### src/hdl/dotq_pkg.sv
// Package for the deadline ordered timer queue.
// Holds sizes, word types, codes and the controller/datapath interface structs.
// No dependencies.
package dotq_pkg;

   localparam int QUEUE_DEPTH = 16;
   localparam int TIME_WIDTH  = 32;
   localparam int ID_WIDTH    = 8;
   localparam int DELAY_WIDTH = 31;
   localparam int CNT_WIDTH   = $clog2(QUEUE_DEPTH + 1);
   localparam int IDX_WIDTH   = $clog2(QUEUE_DEPTH);

   // request codes
   localparam logic REQ_TICK = 1'b0;
   localparam logic REQ_ADD  = 1'b1;

   // result codes
   localparam logic [1:0] KIND_EXPIRED  = 2'd0;
   localparam logic [1:0] KIND_ACCEPTED = 2'd1;
   localparam logic [1:0] KIND_REJECTED = 2'd2;

   typedef struct packed {
      logic                   req_type;
      logic [ID_WIDTH-1:0]    task_id;
      logic [DELAY_WIDTH-1:0] delay_ticks;
   } req_word_type;

   typedef struct packed {
      logic [1:0]          result_kind;
      logic [ID_WIDTH-1:0] result_task;
      logic                last;
      logic                pending;
   } rsp_word_type;

   // controller -> datapath
   typedef struct packed {
      logic take;    // capture request word, tick advances time
      logic insert;  // insert captured task, emit accepted
      logic reject;  // emit rejected
      logic pop;     // drop head entry, emit expired
   } cmd_type;

   // datapath -> controller
   typedef struct packed {
      logic full;      // queue holds QUEUE_DEPTH entries
      logic head_due;  // head entry is due
      logic next_due;  // entry behind the head is due too
      logic out_free;  // output register can take a word this cycle
   } status_type;

endpackage

### src/hdl/deadline_ordered_timer_queue.sv
// Top level of the deadline ordered timer queue.
// Instantiates dotq_ctrl and dotq_datapath; depends on dotq_pkg.
//
//   channel  direction  handshake              word
//   req      in         req_valid/req_ready    dotq_pkg::req_word_type
//   rsp      out        rsp_valid/rsp_ready    dotq_pkg::rsp_word_type
//
// An add forms the deadline as the request is taken, then does the parallel
// insert into the sorted entry row. A tick advances time as it is taken,
// then drains expired tasks from the head of the row one at a time, and
// ends when it finds the head not due.
// One request is in work at a time; req_ready is high only when idle.
// A full output register stalls the insert or drain until rsp_ready.
// Synchronous reset clears time, entry count and the output valid.
module deadline_ordered_timer_queue (
   input  logic                   clock,
   input  logic                   reset,
   input  logic                   req_valid,
   output logic                   req_ready,
   input  dotq_pkg::req_word_type req_word,
   output logic                   rsp_valid,
   input  logic                   rsp_ready,
   output dotq_pkg::rsp_word_type rsp_word
);

   dotq_pkg::cmd_type    cmd;
   dotq_pkg::status_type status;

   dotq_ctrl u_ctrl (
      .clock     (clock),
      .reset     (reset),
      .req_valid (req_valid),
      .req_type  (req_word.req_type),
      .req_ready (req_ready),
      .status    (status),
      .cmd       (cmd)
   );

   dotq_datapath u_datapath (
      .clock     (clock),
      .reset     (reset),
      .req_word  (req_word),
      .cmd       (cmd),
      .status    (status),
      .rsp_valid (rsp_valid),
      .rsp_ready (rsp_ready),
      .rsp_word  (rsp_word)
   );

endmodule

### src/hdl/dotq_ctrl.sv
// Controller for the deadline ordered timer queue.
// Sequences add and tick requests; depends on dotq_pkg.
module dotq_ctrl (
   input  logic                clock,
   input  logic                reset,
   input  logic                req_valid,
   input  logic                req_type,
   output logic                req_ready,
   input  dotq_pkg::status_type status,
   output dotq_pkg::cmd_type    cmd
);

   localparam logic [1:0] ST_IDLE  = 2'd0;
   localparam logic [1:0] ST_ADD   = 2'd1;
   localparam logic [1:0] ST_DRAIN = 2'd2;

   logic [1:0] state_ff;
   logic [1:0] state_in;
   logic       accept;

   assign req_ready = (state_ff == ST_IDLE);
   assign accept    = req_valid && req_ready;

   // next state and commands
   always_comb begin
      state_in   = state_ff;
      cmd.take   = accept;
      cmd.insert = 1'b0;
      cmd.reject = 1'b0;
      cmd.pop    = 1'b0;
      case (state_ff)
         ST_IDLE: begin
            if (accept) begin
               state_in = (req_type == dotq_pkg::REQ_ADD) ? ST_ADD : ST_DRAIN;
            end
         end
         ST_ADD: begin
            if (status.out_free) begin
               cmd.insert = !status.full;
               cmd.reject = status.full;
               state_in   = ST_IDLE;
            end
         end
         ST_DRAIN: begin
            // one due task per cycle from the head, while the output register is free
            if (!status.head_due) begin
               state_in = ST_IDLE;
            end else if (status.out_free) begin
               cmd.pop = 1'b1;
               if (!status.next_due) begin
                  state_in = ST_IDLE;
               end
            end
         end
         default: begin
            state_in = ST_IDLE;
         end
      endcase
   end

   always_ff @(posedge clock) begin
      if (reset) begin
         state_ff <= ST_IDLE;
      end else begin
         state_ff <= state_in;
      end
   end

endmodule

### src/hdl/dotq_datapath.sv
// Datapath for the deadline ordered timer queue: time counter, sorted entry
// row with parallel insert and head pop, output register. Depends on dotq_pkg.
module dotq_datapath (
   input  logic                  clock,
   input  logic                  reset,
   input  dotq_pkg::req_word_type req_word,
   input  dotq_pkg::cmd_type      cmd,
   output dotq_pkg::status_type   status,
   output logic                  rsp_valid,
   input  logic                  rsp_ready,
   output dotq_pkg::rsp_word_type rsp_word
);

   localparam int DEPTH = dotq_pkg::QUEUE_DEPTH;
   localparam int TW    = dotq_pkg::TIME_WIDTH;
   localparam int IW    = dotq_pkg::ID_WIDTH;
   localparam int CW    = dotq_pkg::CNT_WIDTH;

   logic [TW-1:0] dl_ff [DEPTH];
   logic [IW-1:0] id_ff [DEPTH];
   logic [CW-1:0] count_ff;
   logic [TW-1:0] time_ff;
   logic [TW-1:0] new_dl_ff;
   logic [IW-1:0] new_id_ff;
   logic          rsp_valid_ff;
   dotq_pkg::rsp_word_type rsp_word_ff;

   logic [DEPTH-1:0] before_new;  // live entry strictly earlier than new deadline
   logic [TW-1:0]    diff_head;
   logic [TW-1:0]    diff_next;
   logic [TW-1:0]    diff_new [DEPTH];

   // wrap-safe compares against the new deadline
   always_comb begin
      for (int i = 0; i < DEPTH; i++) begin
         diff_new[i]   = dl_ff[i] - new_dl_ff;
         before_new[i] = (CW'(i) < count_ff) && diff_new[i][TW-1];
      end
   end

   // due test on the two front entries
   assign diff_head = dl_ff[0] - time_ff;
   assign diff_next = dl_ff[1] - time_ff;

   assign status.full     = (count_ff == CW'(DEPTH));
   assign status.head_due = (count_ff != '0) &&
                            ((diff_head == '0) || diff_head[TW-1]);
   assign status.next_due = (count_ff > CW'(1)) &&
                            ((diff_next == '0) || diff_next[TW-1]);
   assign status.out_free = !rsp_valid_ff || rsp_ready;

   // time, captured request, count
   always_ff @(posedge clock) begin
      if (reset) begin
         time_ff  <= '0;
         count_ff <= '0;
      end else begin
         if (cmd.take && (req_word.req_type == dotq_pkg::REQ_TICK)) begin
            time_ff <= time_ff + TW'(1);
         end
         if (cmd.insert) begin
            count_ff <= count_ff + CW'(1);
         end else if (cmd.pop) begin
            count_ff <= count_ff - CW'(1);
         end
      end
   end

   always_ff @(posedge clock) begin
      if (cmd.take) begin
         new_dl_ff <= time_ff + TW'(req_word.delay_ticks);
         new_id_ff <= req_word.task_id;
      end
   end

   // entry row: sorted list is a prefix of earlier entries, so each slot
   // decides locally whether to keep, take the new task, or shift up; a pop shifts all down
   always_ff @(posedge clock) begin
      for (int i = 0; i < DEPTH; i++) begin
         if (cmd.insert) begin
            if (!before_new[i]) begin
               if (i == 0) begin
                  dl_ff[i] <= new_dl_ff;
                  id_ff[i] <= new_id_ff;
               end else if (before_new[i-1]) begin
                  dl_ff[i] <= new_dl_ff;
                  id_ff[i] <= new_id_ff;
               end else begin
                  dl_ff[i] <= dl_ff[i-1];
                  id_ff[i] <= id_ff[i-1];
               end
            end
         end else if (cmd.pop) begin
            if (i < DEPTH - 1) begin
               dl_ff[i] <= dl_ff[i+1];
               id_ff[i] <= id_ff[i+1];
            end
         end
      end
   end

   // output register
   always_ff @(posedge clock) begin
      if (reset) begin
         rsp_valid_ff <= 1'b0;
      end else if (cmd.insert || cmd.reject || cmd.pop) begin
         rsp_valid_ff <= 1'b1;
      end else if (rsp_ready) begin
         rsp_valid_ff <= 1'b0;
      end
   end

   always_ff @(posedge clock) begin
      if (cmd.insert) begin
         rsp_word_ff.result_kind <= dotq_pkg::KIND_ACCEPTED;
         rsp_word_ff.result_task <= new_id_ff;
         rsp_word_ff.last        <= 1'b1;
         rsp_word_ff.pending     <= 1'b1;
      end else if (cmd.reject) begin
         rsp_word_ff.result_kind <= dotq_pkg::KIND_REJECTED;
         rsp_word_ff.result_task <= new_id_ff;
         rsp_word_ff.last        <= 1'b1;
         rsp_word_ff.pending     <= 1'b1;
      end else if (cmd.pop) begin
         rsp_word_ff.result_kind <= dotq_pkg::KIND_EXPIRED;
         rsp_word_ff.result_task <= id_ff[0];
         rsp_word_ff.last        <= !status.next_due;
         rsp_word_ff.pending     <= (count_ff > CW'(1));
      end
   end

   assign rsp_valid = rsp_valid_ff;
   assign rsp_word  = rsp_word_ff;

endmodule

### config.mk
export PLATFORM = sky130hd
export DESIGN_NAME = deadline_ordered_timer_queue
export DESIGN_NICKNAME = d
export VERILOG_FILES = /design/src/hdl/dotq_pkg.sv /design/src/hdl/deadline_ordered_timer_queue.sv /design/src/hdl/dotq_ctrl.sv /design/src/hdl/dotq_datapath.sv
export SDC_FILE = /design/constraint.sdc
export NUM_CORES = 2
export LEC_CHECK = 0
export BUFFER_PORTS_ARGS = -buffer_cell sky130_fd_sc_hd__buf_2
export CELL_PAD_IN_SITES_DETAIL_PLACEMENT = 1
export CELL_PAD_IN_SITES_GLOBAL_PLACEMENT = 1
export CORE_ASPECT_RATIO = 1.2
export CORE_UTILIZATION = 52
export DETAILED_ROUTE_END_ITERATION = 7
export MAX_ROUTING_LAYER = met4
export PLACE_DENSITY = 0.85
export SLEW_MARGIN = 30
export SYNTH_ARGS = -nofsm -noshare
export SYNTH_HDL_FRONTEND = slang
export SYNTH_HIERARCHICAL = 1
export SYNTH_SLANG_ARGS = --single-unit
### constraint.sdc
create_clock -name clock -period 7.6 [get_ports clock]
set_clock_uncertainty 0.1 [all_clocks]
set_input_delay 0.38 -clock clock [delete_from_list [all_inputs] [get_ports clock]]
set_output_delay 0.38 -clock clock [all_outputs]
set_load 0.05 [all_outputs]
==> results.md <==
* Initial antenna violation count at 0
* Top cell by count, worst path: and4b_1
* Ys flop type: edfxtp_1
* Static leakage at ~24 nW
* P_int at 0.007457 W
* Clk slew on worst S/H paths at 60 ps
* Slowest cell on the critical path: fa_1
* Clock Power Share at 37.1%
* RSZ-0062 raised after global routing: false
* Async S/R FF share, synth at 0%
* Fin crit share at 93.72%
* H-tree levels at 3
* Worst endpoint data arrival time at 7430 ps
* Filler cells at between 10000 and 15000
* Vias in the first global route at 45270
* Yosys reg bits at roughly 730
* Per-cell routed wire length at roughly 28 µm
* Endpoint type of the worst setup path: register
* Clock sinks at 732
* Total global-route track usage at 36.58%
* Proportion of netlist area held by the largest area contributor at 40.36%
* Mux share of post-synthesis cell area at 9.700%
* DRC at 0
* Pins Over Slew Limit at 0
* Mean area per synthesized cell at between 10 and 15 µm²
* Die W at 288.4 µm
* Power per cell area at 187.5 nW/µm²
* Worst stage delay on the critical path at 560 ps
* First-pass GRT wire length at 271300 µm
* Layout Utilization at a little under three fifths
* Final-stage net count at 5643
* Crit path launch type: register
* Hold depth at 4
* Placer Congestion at 0.9786
* Worst setup path category: register to register
* Net Sw Frac at 28.68%
* HP Start: req_word[39]
* Vias/cell at 6.748
* CTS tree: built
* Min-delay worst type: input pin to register
* Detailed Place HPWL at between 100000 and 150000 µm
* Final hold vios at 0
* Worst r2r src: u_datapath/dl_ff[0][0]
* Xor/xnor share of the synthesized area at between 1.5 and 2%
* Multi-input combinational cell area at 28240 µm²
* Critical Path Fanout Max at 62
* Final worst slack at 477.5 ps
* Pin count of the biggest net entering global routing at approximately 130
* Flop pwr share at around 46%
* MaxCap Viol Count at 0
* GR Overflow Total at 0
* YS warnings at 6
* FF-to-FF path depth at 20
* Mapped Cells at 5028
* Die Y at around 350 µm
* Number of DRC markers in iteration 0 at 3889
* Area Growth Syn to Fin at 8.942%
* Adder-cell share of the synthesized area at 14.25%
* Core Region at slightly below 100000 µm²
* Simple-gate portion of the synthesized area at around an eighth
* Maximum vdd ir drop at between 0.0001 and 0.00015 V
* Share of cells above drive strength 1 at roughly 7.3%
* Post-CTS setup buffers at 0
* Later-pin clock latency in the skew report at 670 ps
* Hold worst-path end: u_ctrl/state_ff[0]
* Initial Utilization at 52.70%
* Final setup violation count at 0
* Flop2flop setup slack at 480 ps
* Fmax at around 0.14 GHz
* Crit-path cells: inv_1 -> ha_1 -> fa_1 -> nand2b_1 -> a21oi_1 -> o31a_1 -> a31o_2 -> xor2_1 -> or4_1 -> nor4_1 -> and4b_1 -> o2111ai_1 -> o31ai_2 -> and4b_1 -> buf_4 -> nand2_4 -> buf_12 -> nand2_1 -> nor2_1 -> a221o_1
* Comb power frac at between 10% and 20%
* Die Area at roughly 100000 µm²
* Compound-cell area share of the yosys netlist at 16.61%
* Sw power at 0.002999 W
* Ant. Diodes at 0
* Synth unique cells at 84
* Final ANT Viol Nets at 0
* Num rows at 125
* Most numerous cell in the Yosys netlist: edfxtp_1
* Register area share after synthesis at 42.09%
* Final wirelength at 178600 µm
* Via count at 42850
* Storage cell area at between 20000 and 25000 µm²
* Total CTS buffers at 79
* Syn Std Cell Area at 51180 µm²
* DRT Pass-1 Iters at 5
* Longest Clk Path Bufs at 3
* Syn nets at 5653
* # IOs at 58
* Post-layout minimum cycle time at 7123 ps
* Main combinational cell family by area after synthesis: compound AO/OA/AOI/OAI gates
* Cell taking the most area after synthesis: edfxtp_1
* Synth area leaders: edfxtp_1 40%, ha_1 14%, mux2i_1 8.5%
* RR Endpoint: u_datapath/dl_ff[1][65]
* Post-synth top cells: 688 x edfxtp_1, 681 x nand2_1, 578 x ha_1
* Slew headroom at 33.49%
* Root buf cell: clkbuf_16
* Sum of negative setup slack at 0 ps
* Post-synth EDFFs at slightly below 700
* DP Worst Slack at 680.7 ps
* Number of port buffers at 57
* Status: completed
* Required time worst endpoint at 7900 ps
* Worst-Margin Slew at 995.7 ps
-- worst max-delay path, delay by kind of cell (launching register included) --
family / cells / cell delay (ps)
xor gates and xnor gates: 1 / 120
buffers and inverters: 3 / 750
and+or+nand+nor: 8 / 2880
DFF: 1 / 400
AOI/OAI and AO/OA: 6 / 1770
adders and majority gates: 2 / 770
-- placed cells by master, fill, tap and decap left out, drive strengths merged, types with 25 or more instances in the layout --
cell	netlist	final
a211oi	33	33
a21o	170	170
a21oi	253	253
a221o	124	124
a31oi	25	25
buf	80	172
clkbuf	193	108
clkinv	0	26
dfxtp	44	44
edfxtp	688	688
ha	578	578
inv	111	115
mux2	53	53
mux2i	436	436
nand2	681	681
nand2b	38	38
nand3	64	64
nand4	81	81
nor2	340	340
nor2b	41	41
nor3	56	56
o211ai	64	64
o21ai	472	472
xnor2	77	77
xor2	27	27
-- per-stage QoR --
step	std cells	hold WS, ps	total power [W]	instance area [µm²]
after floorplan	5028	349.7	0.005953	51180
after global placement	6195	332.8	0.006437	53120
after detailed placement	6195	335.0	0.006571	53130
after CTS	6347	15.48	0.01043	55720
after global routing	6349	54.79	0.01074	55760
final	6349	35.63	0.01046	55760
-- how the worst max path moves through the flow --
stage / from / endpoint / slack, ps / depth (start not counted)
2_1_floorplan: u_datapath/time_ff[0] / u_datapath/dl_ff[0][0] / 1310 / 17
3_3_place_gp: u_datapath/dl_ff[0][0] / u_datapath/dl_ff[0][233] / 770 / 20
3_5_place_dp: u_datapath/dl_ff[0][0] / u_datapath/dl_ff[1][74] / 680 / 20
4_1_cts: u_datapath/dl_ff[0][0] / u_datapath/dl_ff[1][65] / 670 / 20
5_1_grt: u_datapath/dl_ff[0][0] / u_datapath/dl_ff[1][65] / 360 / 20
6_report: u_datapath/dl_ff[0][0] / u_datapath/dl_ff[1][65] / 480 / 20
-- layer usage --
| layer | vias up | global-route usage [%] | wire, µm |
|---|---|---|---|
| met5 | - | - | 0 |
| met4 | 0 | 20.66 | 11250 |
| met3 | 489 | 4.518 | 13280 |
| met2 | 2019 | 58.77 | 85250 |
| met1 | 21380 | 44.31 | 68790 |
| li1 | 18960 | - | - |
-- cells by family after synthesis --
| group | Yosys count |
|---|---|
| and+or+nand+nor | 1428 |
| AOI/OAI and AO/OA | 1310 |
| DFF | 732 |
| adders and majority gates | 581 |
| muxes | 489 |
| buffers and inverters | 384 |
| xor gates and xnor gates | 104 |
-- power groups by stage --
stage / Clock, W / Combinational (W) / Sequential, W
CTS: 0.00390 / 0.00172 / 0.00481
detailed placement: 0 / 0.00168 / 0.00489
global placement: 0 / 0.00156 / 0.00488
finish: 0.00388 / 0.00175 / 0.00482
global route: 0.00402 / 0.00189 / 0.00483
floorplan: 0 / 0.00112 / 0.00483
-- area by class of cell --
cell class | instances | share of cell area (%)
inverter | 111 | 0.7472
multi-input combinational | 3912 | 50.65
clock inverter | 34 | 0.5632
clock buffer | 108 | 3.889
timing repair buffer | 182 | 2.670
sequential | 732 | 38.63
tap | 1270 | 2.850
-- sequential cells by signal, indices dropped and copies added, names as in the netlist --
signal / cells
u_ctrl/state_ff: 2
u_datapath/count_ff: 5
u_datapath/dl_ff: 512
u_datapath/id_ff: 128
u_datapath/new_dl_ff: 32
u_datapath/new_id_ff: 8
u_datapath/rsp_valid: 1
u_datapath/rsp_word: 12
u_datapath/time_ff: 32
-- timing repair --
| item | in CTS | in global routing |
|---|---|---|
| hold endpoints to repair | 10 | 0 |
| hold buffers | 10 | 0 |
| resized for setup | 0 | 0 |
Note: power is estimated with default switching activity, not from simulation.
